## src/rtl/core/vdc_pkg.sv

```systemverilog
// ----------------------------------------------------------------------------
// vdc_pkg
// Shared types and constants of the velocity deadband cost unit.
// ----------------------------------------------------------------------------
`timescale 1ns / 1ps

package vdc_pkg;

	localparam int VEL_W      = 16;
	localparam int DB_W       = 15;
	localparam int SUM_W      = 24;
	localparam int COST_W     = 32;
	localparam int CFG_DATA_W = 16;
	localparam int CFG_IDX_W  = 3;

	typedef enum logic [CFG_IDX_W-1:0] {
		CFG_ENABLED,
		CFG_HOLONOMIC,
		CFG_EXPONENT,
		CFG_WEIGHT,
		CFG_DEADBAND_X,
		CFG_DEADBAND_Y,
		CFG_DEADBAND_YAW,
		CFG_TIME_STEP
	} cfg_idx_t;

	typedef struct packed {
		logic            enabled;
		logic            holonomic;
		logic [3:0]      exponent;
		logic [15:0]     weight;
		logic [DB_W-1:0] deadband_x;
		logic [DB_W-1:0] deadband_y;
		logic [DB_W-1:0] deadband_yaw;
		logic [15:0]     time_step;
	} cfg_t;

	// one finished trajectory handed from front to back
	typedef struct packed {
		logic              en;
		logic [SUM_W-1:0]  sum;
		logic [COST_W-1:0] prior;
	} job_t;

	typedef enum logic [2:0] {
		B_IDLE,
		B_PROD,
		B_WLO,
		B_WHI,
		B_BASE,
		B_POW,
		B_SAT,
		B_ADD
	} back_state_t;

endpackage

```

## src/rtl/core/vdc_front.sv

```systemverilog
// ----------------------------------------------------------------------------
// vdc_front
// Takes timesteps, accumulates deadband penalties, queues finished rollouts.
// ----------------------------------------------------------------------------
`timescale 1ns / 1ps

module vdc_front import vdc_pkg::*; (
	input  logic              clk,
	input  logic              arst_n,
	input  cfg_t              cfg,
	input  logic              push,
	output logic              full,
	input  logic [VEL_W-1:0]  vel_x,
	input  logic [VEL_W-1:0]  vel_y,
	input  logic [VEL_W-1:0]  yaw_rate,
	input  logic              last_step,
	input  logic [COST_W-1:0] prior_cost,
	input  logic              job_full,
	output logic              job_push,
	output job_t              job
);

	// max(db - |v|, 0); |v| kept exact on 17 bits
	function automatic logic [DB_W-1:0] db_term(input logic [DB_W-1:0] db,
	                                             input logic [VEL_W-1:0] v);
		logic [VEL_W:0] ext;
		logic [VEL_W:0] mag;
		logic [VEL_W:0] dbe;
		logic [VEL_W:0] diff;
		ext  = {v[VEL_W-1], v};
		mag  = v[VEL_W-1] ? ((VEL_W+1)'(0) - ext) : ext;
		dbe  = {2'b00, db};
		diff = dbe - mag;
		db_term = (dbe > mag) ? diff[DB_W-1:0] : '0;
	endfunction

	logic [SUM_W-1:0] sum_q;
	logic [DB_W+1:0]  add;
	logic [SUM_W:0]   sum_ext;
	logic [SUM_W-1:0] sum_sat;
	logic [SUM_W-1:0] sum_next;
	logic             accept;

	assign full   = job_full;
	assign accept = push & ~job_full;

	always_comb begin
		add = {2'b00, db_term(cfg.deadband_x, vel_x)}
		    + {2'b00, db_term(cfg.deadband_yaw, yaw_rate)}
		    + (cfg.holonomic ? {2'b00, db_term(cfg.deadband_y, vel_y)} : '0);
		sum_ext  = {1'b0, sum_q} + {{(SUM_W-DB_W-1){1'b0}}, add};
		sum_sat  = sum_ext[SUM_W] ? '1 : sum_ext[SUM_W-1:0];
		sum_next = cfg.enabled ? sum_sat : sum_q;
	end

	assign job_push  = accept & last_step;
	assign job.en    = cfg.enabled;
	assign job.sum   = sum_next;
	assign job.prior = prior_cost;

	always_ff @(posedge clk or negedge arst_n) begin
		if (!arst_n) begin
			sum_q <= '0;
		end else if (accept) begin
			sum_q <= last_step ? '0 : sum_next;
		end
	end

endmodule

```

## config.mk

```make
export PLATFORM = sky130hd
export DESIGN_NAME = vdc_front
export DESIGN_NICKNAME = d
export VERILOG_FILES = /design/src/rtl/core/vdc_pkg.sv /design/src/rtl/core/vdc_front.sv
export SDC_FILE = /design/constraint.sdc
export NUM_CORES = 1
export LEC_CHECK = 0
export ABC_AREA = 1
export BUFFER_PORTS_ARGS = -buffer_cell sky130_fd_sc_hd__buf_2
export CAP_MARGIN = 20
export CORE_ASPECT_RATIO = 0.75
export CORE_UTILIZATION = 45
export CTS_CLUSTER_SIZE = 14
export DETAILED_ROUTE_END_ITERATION = 10
export GPL_TIMING_DRIVEN = 0
export PLACE_DENSITY = 0.79
export SYNTH_ARGS = -nofsm -noshare
export SYNTH_HDL_FRONTEND = slang
export SYNTH_SLANG_ARGS = --single-unit
export TNS_END_PERCENT = 20
```

## constraint.sdc

```tcl
create_clock -name clk -period 7.3 [get_ports clk]
set_input_delay 0.73 -clock clk [delete_from_list [all_inputs] [get_ports clk]]
set_output_delay 0.73 -clock clk [all_outputs]
set_load 0.05 [all_outputs]
```

==> results.tsv <==
metric	value	unit
avgViaCountPerCell	5.12	
slew_violations	0	
worst_pin_slew	0.612	ns
placed_area	8360	um^2
final_common_cell	nand2_1	
cp_slowest_stage_delay	0.50	ns
min_period	6.99	ns
route.detailed.drc	0	
io_buffers	156	
rsz0062_at_grt	yes	
final_core_util	55.2	%
dpl.hpwl	18400	um
via_count	7788	
antenna_found_initial	0	
cap_violations	0	
first_global_vias	7258	
hold_viol_final	0	
period_share	95.8	%
clock_skew	0.00635	ns
setup_viol	0	
leakagePower	0.00478	uW
endpoint_kind	output port	
wl_per_cell	13.9	um
yosysUniqueCellTypes	48	
synth-seq-cells	24	
drtIter0Drc	561	
grt_max_degree	25	
track_usage	25.1	%
seq_area_frac_synth	8.21	%
initial_utilization	47.0	%
power_per_cell_area	287	nW/um^2
crit_family	adder cells	
outcome	finished clean	
syn_to_final_growth	17.5	%
insertion_delay	0.26	ns
wirelength	21100	um
fillerInstances	1524	
cts_made_buffers	3	
gr-total-overflow	0	
cts_buffer_depth	2	
dieArea	16800	um^2
core	15600	um^2
irDropWorstVdd	195	uV
fp.dieH	112	um
fmax	0.143	GHz
cpMaxStageDelayCell	fa_1	
reg.largest.list	sum_q: 24 flops	
hold_class	in -> async	
cts.sinks	24	
slew_headroom	59.2	%
grt_pass1_wl	34300	um
ios	227	
netlist_area	7320	um^2
largest_register_ffs	24	
synth-async-reset-ratio	100	%
place.gp.congestion	0.964	
syn-num-nets	1421	
startpoint	vel_y[0]	
synth_cells	1154	
n_antenna_cell	0	
cts_max_level	1	
critPathRequiredTime	6.57	ns
ys_warn_count	0	
syn_area_per_cell	6.34	um^2
criticalPathCategory	in -> out	
final_cell_area	8600	um^2
final_cell_mix	274 x nand2_1, 204 x inv_1, 151 x buf_2, 82 x nor2_1, 81 x nand3_1	
path_clk_slew	0.06	ns
cts_root_buf	clkbuf_16	
ys.flop_type	dfrtp_1	
arrival	6.26	ns
final_net_count	1583	
synth_edf_count	0	
antenna_left	0	
place_inst	1515	
crit_fanout	10	
drive_gt1_share	21.5	%
first_pass_iters	5	
critPathBufInv	9	
reg2reg_from	sum_q[1]	
die_w	149	um
cp-start-kind	input pin	
cts_tree	built	
top_register	sum_q	
rows	39	
crit_path_frequent_cell	nand2_1	
layout.cells.non_filler	1520	
## metal layers
| metal | up-vias | track usage (%) | wire length (um) |
|---|---|---|---|
| met4 | 0 | 3.54 | 248 |
| met3 | 22 | 3.01 | 1560 |
| met2 | 274 | 40.7 | 9220 |
| met1 | 3513 | 36.0 | 10000 |
| li1 | 3979 | - | - |
| met5 | - | 0 | 0 |
## layout make-up
type | instances | area [um^2] | share of cell area, %
Sequential cell | 24 | 601 | 6.98
Tap cell | 205 | 256 | 2.98
Timing Repair Buffer | 157 | 811 | 9.43
Inverter | 207 | 777 | 9.04
Clock inverter | 1 | 30.0 | 0.349
Multi-Input combinational cell | 872 | 5670 | 66.0
Buffer | 51 | 378 | 4.39
Clock buffer | 3 | 75.1 | 0.873
## repair_timing
| item | 4_1_cts | 5_1_grt |
|---|---|---|
| endpoints found under the hold margin | 0 | 0 |
| gates cloned | 0 | 0 |
| hold buffers | 0 | 0 |
| pin swaps | 0 | 4 |
| setup buffers | 0 | 1 |
| resized for setup | 2 | 43 |
| endpoints found under the setup margin | 2 | 24 |
## logic make-up (layout without fill, tap and decap cells)
family                     count (synthesis)  count (layout)  synth area share (%)
and+or+nand+nor                          557             557                  36.1
xor gates and xnor gates                  69              69                  8.26
AOI/OAI and AO/OA                        147             147                  11.4
DFF                                       24              24                  8.21
adders and majority gates                 99              99                  20.3
buffers and inverters                    258             419                  15.7
## per-stage QoR
stage / power, uW / worst slack [ns] / hold slack (ns) / TNS (ns)
6_report: 2470 / 0.305 / 0.460 / 0
5_1_grt: 2700 / -0.0459 / 0.511 / -0.186
4_1_cts: 2360 / 0.0450 / 0.473 / 0
3_5_place_dp: 2190 / -0.0656 / 0.466 / -0.0656
3_3_place_gp: 2170 / -0.0802 / 0.464 / -0.0802
2_1_floorplan: 1680 / 0.385 / 0.434 / 0
## path summary, 6_finish.rpt
kind                       slack, ns         to  cells after the start
setup / recovery                0.31    job[47]                     36
hold / removal                  0.46  sum_q[20]                      1
max in group asynchronous       6.47   sum_q[4]                      1
hold reg to reg                 0.48   sum_q[9]                      2
setup reg to reg                3.89  sum_q[17]                     19
min in group clk                0.48   sum_q[9]                      2
## where the power goes
part           internal, uW  switching, uW  leakage (uW)  total (uW)
Combinational           697           1430       0.00441        2120
Sequential              162           19.2      0.000322         181
Clock                   109           51.0     0.0000511         160
## cell usage after synthesis, types with 5 or more instances
| cell | instances | area, um^2 |
|---|---|---|
| nand2_1 | 276 | 1040 |
| clkbuf_1 | 5 | 18.8 |
| nor2_2 | 5 | 31.3 |
| fa_1 | 33 | 661 |
| nand3b_1 | 21 | 158 |
| o21bai_1 | 11 | 82.6 |
| nand3_1 | 82 | 410 |
| ha_1 | 66 | 826 |
| nor2_1 | 83 | 312 |
| nand2_2 | 13 | 81.3 |
| a21oi_1 | 66 | 330 |
| and2_1 | 6 | 37.5 |
| nand2_4 | 6 | 67.6 |
| nand3_4 | 7 | 123 |
| inv_1 | 204 | 766 |
| buf_2 | 5 | 25.0 |
| buf_4 | 36 | 270 |
| nand4_1 | 24 | 150 |
| nor3_1 | 15 | 75.1 |
| xnor2_1 | 16 | 140 |
| dfrtp_1 | 24 | 601 |
| o21ai_0 | 43 | 215 |
| xor2_1 | 53 | 464 |
| a31oi_1 | 6 | 37.5 |
No activity file was read; power rests on OpenSTA's default activity.
