--- config.mk ---
export PLATFORM = sky130hd
export DESIGN_NAME = vdc_fifo
export DESIGN_NICKNAME = d
export VERILOG_FILES = /design/src/rtl/core/vdc_fifo.sv
export SDC_FILE = /design/constraint.sdc
export NUM_CORES = 1
export LEC_CHECK = 0
export BUFFER_PORTS_ARGS = -buffer_cell sky130_fd_sc_hd__buf_2
export CELL_PAD_IN_SITES_DETAIL_PLACEMENT = 0
export CELL_PAD_IN_SITES_GLOBAL_PLACEMENT = 2
export CORE_ASPECT_RATIO = 1.2
export CORE_MARGIN = 4
export CORE_UTILIZATION = 34
export DETAILED_ROUTE_END_ITERATION = 8
export GPL_ROUTABILITY_DRIVEN = 1
export PLACE_DENSITY = 0.79
export SYNTH_ARGS = -nofsm -noshare
export SYNTH_HDL_FRONTEND = slang
export SYNTH_SLANG_ARGS = --single-unit
export TNS_END_PERCENT = 1
--- constraint.sdc ---
create_clock -name clk -period 2.09 [get_ports clk]
set_clock_uncertainty 0.2 [all_clocks]
set_input_delay 0.209 -clock clk [delete_from_list [all_inputs] [get_ports clk]]
set_output_delay 0.209 -clock clk [all_outputs]
set_load 0.05 [all_outputs]
--- src/rtl/core/vdc_fifo.sv ---
// ----------------------------------------------------------------------------
// vdc_fifo
// Small first-word-fall-through queue of register slots.
// ----------------------------------------------------------------------------
`timescale 1ns / 1ps

module vdc_fifo #(
	parameter int WIDTH = 8,
	parameter int DEPTH = 2
) (
	input  logic             clk,
	input  logic             arst_n,
	input  logic             wr_en,
	input  logic [WIDTH-1:0] wr_data,
	output logic             full,
	input  logic             rd_en,
	output logic [WIDTH-1:0] rd_data,
	output logic             empty
);

	localparam int PTR_W = $clog2(DEPTH);
	localparam int CNT_W = $clog2(DEPTH + 1);
	localparam logic [PTR_W-1:0] LAST_PTR = PTR_W'(DEPTH - 1);

	logic [WIDTH-1:0] mem_q [DEPTH];
	logic [PTR_W-1:0] wr_ptr_q, rd_ptr_q;
	logic [CNT_W-1:0] count_q;
	logic             do_wr, do_rd;

	assign full    = (count_q == CNT_W'(DEPTH));
	assign empty   = (count_q == '0);
	assign do_wr   = wr_en & ~full;
	assign do_rd   = rd_en & ~empty;
	assign rd_data = mem_q[rd_ptr_q];

	always_ff @(posedge clk) begin
		if (do_wr) begin
			mem_q[wr_ptr_q] <= wr_data;
		end
	end

	always_ff @(posedge clk or negedge arst_n) begin
		if (!arst_n) begin
			wr_ptr_q <= '0;
			rd_ptr_q <= '0;
			count_q  <= '0;
		end else begin
			if (do_wr) begin
				wr_ptr_q <= (wr_ptr_q == LAST_PTR) ? '0 : wr_ptr_q + 1'b1;
			end
			if (do_rd) begin
				rd_ptr_q <= (rd_ptr_q == LAST_PTR) ? '0 : rd_ptr_q + 1'b1;
			end
			if (do_wr && !do_rd) begin
				count_q <= count_q + 1'b1;
			end else if (do_rd && !do_wr) begin
				count_q <= count_q - 1'b1;
			end
		end
	end

endmodule

==> flow_summary.yaml, run 1 <==
status:
  outcome: "finished, final reports clean"
logic_synthesis:
  ys_seq_area_frac: 0.742
  netlist-cell-type-count: 15
  synthXorXnorAreaFrac: 0.0656
  synth_compound_area_frac: 0.00640
  syn_avg_cell_area_um2: 17.8
  syn_area_um2: 782
  ys_ff_latch: 20
  synthSimpleGateAreaFrac: 0.0384
  synth_top_family_by_area: "multiplexers"
  yosys.area_share.adder: 0.0160
  synth.area.mux_share: 0.115
  synthCells: 44
  syn_nets: 57
  yosysWarnings: 0
power_and_ir_drop:
  vdd_ir_drop_max_uv: 734
  switching_power_uw: 665
  p_int_uw: 855
  p_leak_nw: 0.432
  combPwrFrac: 0.461
  clkPwrFrac: 0.117
  power.density_nw_per_um2: 1460
  pwr-share-seq: 0.422
  swShare: 0.437
detailed_routing:
  ant_nets: 0
  wl_met1_um: 518
  wl_met2_um: 634
  viasPerCell: 4.23
  drc: 0
  drtIter0Drc: 8
  topRoutingLayerUsed: "met4"
  avgRoutedWirePerCell_um: 11.4
  route.met3.wl_um: 56
  wl_um: 1240
  vias: 457
  drtPass1Iterations: 2
final_layout:
  fill_cells: 211
  layout.nets: 92
  layout-drive-gt1-share: 0.372
  ff_latch_area_um2: 581
  area_growth_pct: 33.4
  multi_input_area_um2: 189
  layout_commonest_cell: "buf_2"
  final_cell_mix: "buf_2, edfxtp_1, dlygate4sd3_1"
  antenna_cells: 0
  fin_area_um2: 1040
  stdcell_count: 108
placed_design:
  finalWeightedCongestion: 0.643
  pre_cts_ws_ns: 0.411
  dpl.hpwl_um: 860
  placed_cell_area_um2: 927
  dp_cells: 95
  io_buffers: 21
worst_setup_path:
  worstPathCellList: "mux2_2 -> buf_2"
  criticalPathCategory: "flip-flop to primary output"
  required_ns: 1.68
  cpPeakStageDelay_ns: 0.59
  critical_path.top_delay_family: "flip-flops"
  reg2reg_depth: 7
  timing.critical_path.from_type: "flip-flop"
  reg2reg_setup_slack_ns: 0.37
  arrival_ns: 1.46
  r2r_start: "count_q[0]$_DFFE_PN0P_"
  crit_path_max_fanout: 9
  critPathSlowestCell: "dfrtp_1"
  path_buf_inv: 1
  reg2reg_to: "count_q[1]$_DFFE_PN0P_"
  endpoint_kind: "primary output"
sta:
  setup-violations-final: 0
  rsz0062_at_grt: "false"
  relSlewSlack: 0.739
  whs_ns: 0.00516
  hold_viol: 0
  period_needed_ns: 1.87
  worstMarginPinSlew_ns: 0.392
  period_share: 0.894
  fin_tns_setup_ns: 0
  timing.fmax_ghz: 0.535
  layout_setup_ws_ns: 0.221
  report.final.slew_viol_count: 0
worst_hold_path:
  hp-start: "wr_en"
  holdCritPathClass: "input port to flip-flop"
  min_to: "wr_ptr_q$_DFFE_PN0N_"
  min_path_cells: 3
grt:
  track_usage: 0.0982
  antenna_found_initial: 0
  grt_overflow_total: 0
  grt_pass1_wl_um: 2210
  grt_max_degree: 12
  grt_pass1_vias: 504
clock_network:
  ctsResizeCount: 0
  clock-sinks: 20
  h-tree-depth: 1
  clockBufferDepth: 2
  clk-insertion-delay-late_ns: 0.28
  clockRootBuffer: "clkbuf_4"
  tritoncts: "done"
  clkTransAtPathRegs_ns: 0.11
  cts_buffers: 3
floorplanning:
  die_width_um: 51.8
  start_util: 0.369
  die_area_um2: 3130
  rows: 18
  core_area_um2: 2120
  fp.dieH_um: 60.5
  io_pins: 22
job:
  cap_violations: 0
## power by group through the flow
stage	sequential (mW)	combinational, mW	clock, mW
finish	0.642	0.701	0.178
detailed placement	0.654	0.695	0
floorplan	0.607	0.589	0
CTS	0.645	0.711	0.182
global route	0.661	0.753	0.201
global placement	0.649	0.685	0
## synth_stat cells
cell	n	area (µm²)
edfxtp_1	16	480
mux2_1	6	67.6
xnor2_2	1	16.3
dfrtp_1	4	100
nand2b_1	1	6.26
ha_1	1	12.5
and3_1	1	6.26
xnor2_1	2	17.5
inv_1	2	7.51
nor2_1	3	11.3
buf_2	1	5.00
mux2_2	2	22.5
nand2_2	1	6.26
xor2_1	2	17.5
o21ai_1	1	5.00
## sequential cells by signal, indices dropped and copies added, names as in the netlist
register	flops
count_q	2
rd_ptr_q	1
wr_ptr_q	1
mem_q	16
## worst reg2reg max path, cell delays in order (launching register included)
cell	delay, ns
dfrtp_1	0.45
nand2b_1	0.21
nand2_2	0.12
inv_1	0.06
ha_1	0.19
xor2_1	0.14
nor2_1	0.12
xor2_1	0.16
## how the worst max path moves through the flow
stage,depth (start not counted),to,from,slack (ns)
floorplan,3,mem_q[0][0]$_DFFE_PP_,count_q[0]$_DFFE_PN0P_,0.50
finish,2,rd_data[2],rd_ptr_q$_DFFE_PN0P_,0.22
detailed placement,7,count_q[1]$_DFFE_PN0P_,count_q[0]$_DFFE_PN0P_,0.41
CTS,2,rd_data[2],rd_ptr_q$_DFFE_PN0P_,0.19
global placement,7,count_q[1]$_DFFE_PN0P_,count_q[0]$_DFFE_PN0P_,0.45
global route,2,rd_data[2],rd_ptr_q$_DFFE_PN0P_,0.12
## cell type report
| cell class | count | share of cell area |
|---|---|---|
| tap | 30 | 0.0360 |
| sequential | 20 | 0.556 |
| timing repair buffer | 31 | 0.194 |
| multi-input combinational | 21 | 0.181 |
| inverter | 2 | 0.00719 |
| clock buffer | 4 | 0.0252 |
## cell families after synthesis
| family | count (synthesis) |
|---|---|
| and+or+nand+nor | 6 |
| adders and majority gates | 1 |
| muxes | 8 |
| xor gates and xnor gates | 5 |
| buffers and inverters | 3 |
| AOI/OAI and AO/OA | 1 |
| DFF | 20 |
## stage by stage
| stage | utilization | total power, mW |
|---|---|---|
| final | 0.493 | 1.52 |
| after global routing | 0.493 | 1.61 |
| after CTS | 0.493 | 1.54 |
| after detailed placement | 0.438 | 1.35 |
| after global placement | 0.438 | 1.33 |
| after floorplan | - | 1.20 |
## metal layers
| metal | global-route usage | up-vias |
|---|---|---|
| li1 | - | 224 |
| met4 | 0.0562 | 0 |
| met3 | 0.0221 | 2 |
| met2 | 0.160 | 15 |
| met5 | 0 | - |
| met1 | 0.120 | 216 |
## repair_timing
action / 4_1_cts / 5_1_grt
hold buffers: 9 / 0
setup buffers: 0 / 0
endpoints found under the hold margin: 20 / 0
Power figures use the tool's default switching activity.
==> run 2: changes to the inputs <==
Settings changed: CAP_MARGIN set to 40, CORE_ASPECT_RATIO 1.2 to 0.9.
==> run 2 against run 1 <==
Net effect:
- worst setup slack got worse by 0.030 ns
- via count decreased by 2.8%
- core utilization decreased by 0.72 points
- critical path type unchanged
- largest power group unchanged
- highest routed layer is now met3
==> flow_summary.yaml, run 2 (synthesis gave the netlist of run 1 again) <==
power_and_ir_drop:
  vdd_ir_drop_max_uv: 1030
  p_total_mw: 1.56
  p_leak_nw: 0.442
  power.density_nw_per_um2: 1470
clock_network:
  clk-insertion-delay-late_ns: 0.29
  clockBufferDepth: 2
  clkTransAtPathRegs_ns: 0.11
  clockRootBuffer: "clkbuf_4"
  cts_buffers: 3
  tritoncts: "done"
  clock-sinks: 20
  cts_setup_buffers: 0
  h-tree-depth: 1
final_layout:
  layout.nets: 93
  antenna_cells: 0
  final_cell_mix: "buf_2, edfxtp_1, dlygate4sd3_1"
  layout_commonest_cell: "buf_2"
  largest_reg_flops: 16
  reg_top3: "mem_q x16, count_q x2"
  regMostFlops: "mem_q"
  final_core_util: 0.486
  stdcell_count: 106
  layout-drive-gt1-share: 0.380
  area_growth_pct: 35.5
placed_design:
  finalWeightedCongestion: 0.604
  dpl.hpwl_um: 933
  io_buffers: 21
  dp_cells: 92
worst_setup_path:
  endpoint_kind: "primary output"
  criticalPathCategory: "flip-flop to primary output"
  critPathSlowestCell: "dfrtp_1"
  arrival_ns: 1.49
  crit_path_max_fanout: 9
  timing.critical_path.from_type: "flip-flop"
  worstPathCellList: "mux2_2 -> buf_2"
  required_ns: 1.68
  cpPeakStageDelay_ns: 0.61
detailed_routing:
  drtPass1Iterations: 1
  avgRoutedWirePerCell_um: 12.0
  drtIter0Drc: 0
  ant_nets: 0
  vias: 444
  drc: 0
  viasPerCell: 4.19
  wl_um: 1270
sta:
  rsz0062_at_grt: "false"
  relSlewSlack: 0.728
  whs_ns: 0.0368
  timing.fmax_ghz: 0.527
  period_needed_ns: 1.90
  report.final.slew_viol_count: 0
  fin_tns_setup_ns: 0
  worstMarginPinSlew_ns: 0.408
  setup-violations-final: 0
  hold_viol: 0
  period_share: 0.909
floorplanning:
  io_pins: 22
  die_width_um: 58.6
  fp.dieH_um: 53.5
  die_area_um2: 3130
  start_util: 0.358
  rows: 16
  core_area_um2: 2180
worst_hold_path:
  holdCritPathClass: "input port to asynchronous set/reset pin"
status:
  outcome: "finished, final reports clean"
job:
  cap_violations: 0
grt:
  antenna_found_initial: 0
  grt_pass1_vias: 477
  track_usage: 0.0923
  grt_pass1_wl_um: 2080
  grt_overflow_total: 0
  grt_max_degree: 12
run 2: power by group:
group	internal, mW	switching, mW	total [mW]	leakage [nW]
Clock	0.106	0.109	0.215	0.0210
Sequential	0.556	0.0856	0.642	0.195
Combinational	0.227	0.478	0.705	0.226
run 2: worst paths after layout:
kind / startpoint / end / slack, ns / cells past startpoint
max: rd_ptr_q$_DFFE_PN0P_ / rd_data[2] / 0.19 / 2
min: arst_n / wr_ptr_q$_DFFE_PN0N_ / 0.04 / 2
max reg2reg: count_q[0]$_DFFE_PN0P_ / count_q[1]$_DFFE_PN0P_ / 0.40 / 7
min reg2reg: wr_ptr_q$_DFFE_PN0N_ / wr_ptr_q$_DFFE_PN0N_ / 0.33 / 1
max in group asynchronous: arst_n / count_q[1]$_DFFE_PN0P_ / 1.54 / 2
min in group clk: rd_en / rd_ptr_q$_DFFE_PN0P_ / 0.05 / 3
run 2: final cells by class:
type / count / area, µm²
Tap cell: 27 / 33.8
Sequential cell: 20 / 581
Multi-Input combinational cell: 21 / 189
Timing Repair Buffer: 32 / 213
Fill cell: 210 / 1120
Inverter: 2 / 7.51
Clock buffer: 4 / 36.3
run 2: through the flow:
stage	cell area, µm²	setup WS, ns
finish	1060	0.191
CTS	1060	0.144
global placement	923	0.451
floorplan	782	0.498
detailed placement	923	0.411
global route	1060	0.0854
run 2: worst max-delay path: cells and delay by family, from the launching register on:
kind / cells / cell delay, ns
flops: 1 / 0.61
mux: 1 / 0.38
buf+inv: 1 / 0.21
run 2: routing by layer:
metal / share of wire / global-route usage / vias to the layer above
li1: - / - / 226
met1: 0.46 / 0.115 / 206
met2: 0.48 / 0.149 / 12
met3: 0.064 / 0.0220 / 0
met4: 0 / 0.0463 / 0
met5: 0 / 0 / -
run 2: repair_timing:
action                                  4_1_cts  5_1_grt
hold endpoints to repair                     21        0
hold buffers                                 10        0
endpoints found under the setup margin        0        0
resized for setup                             0        0
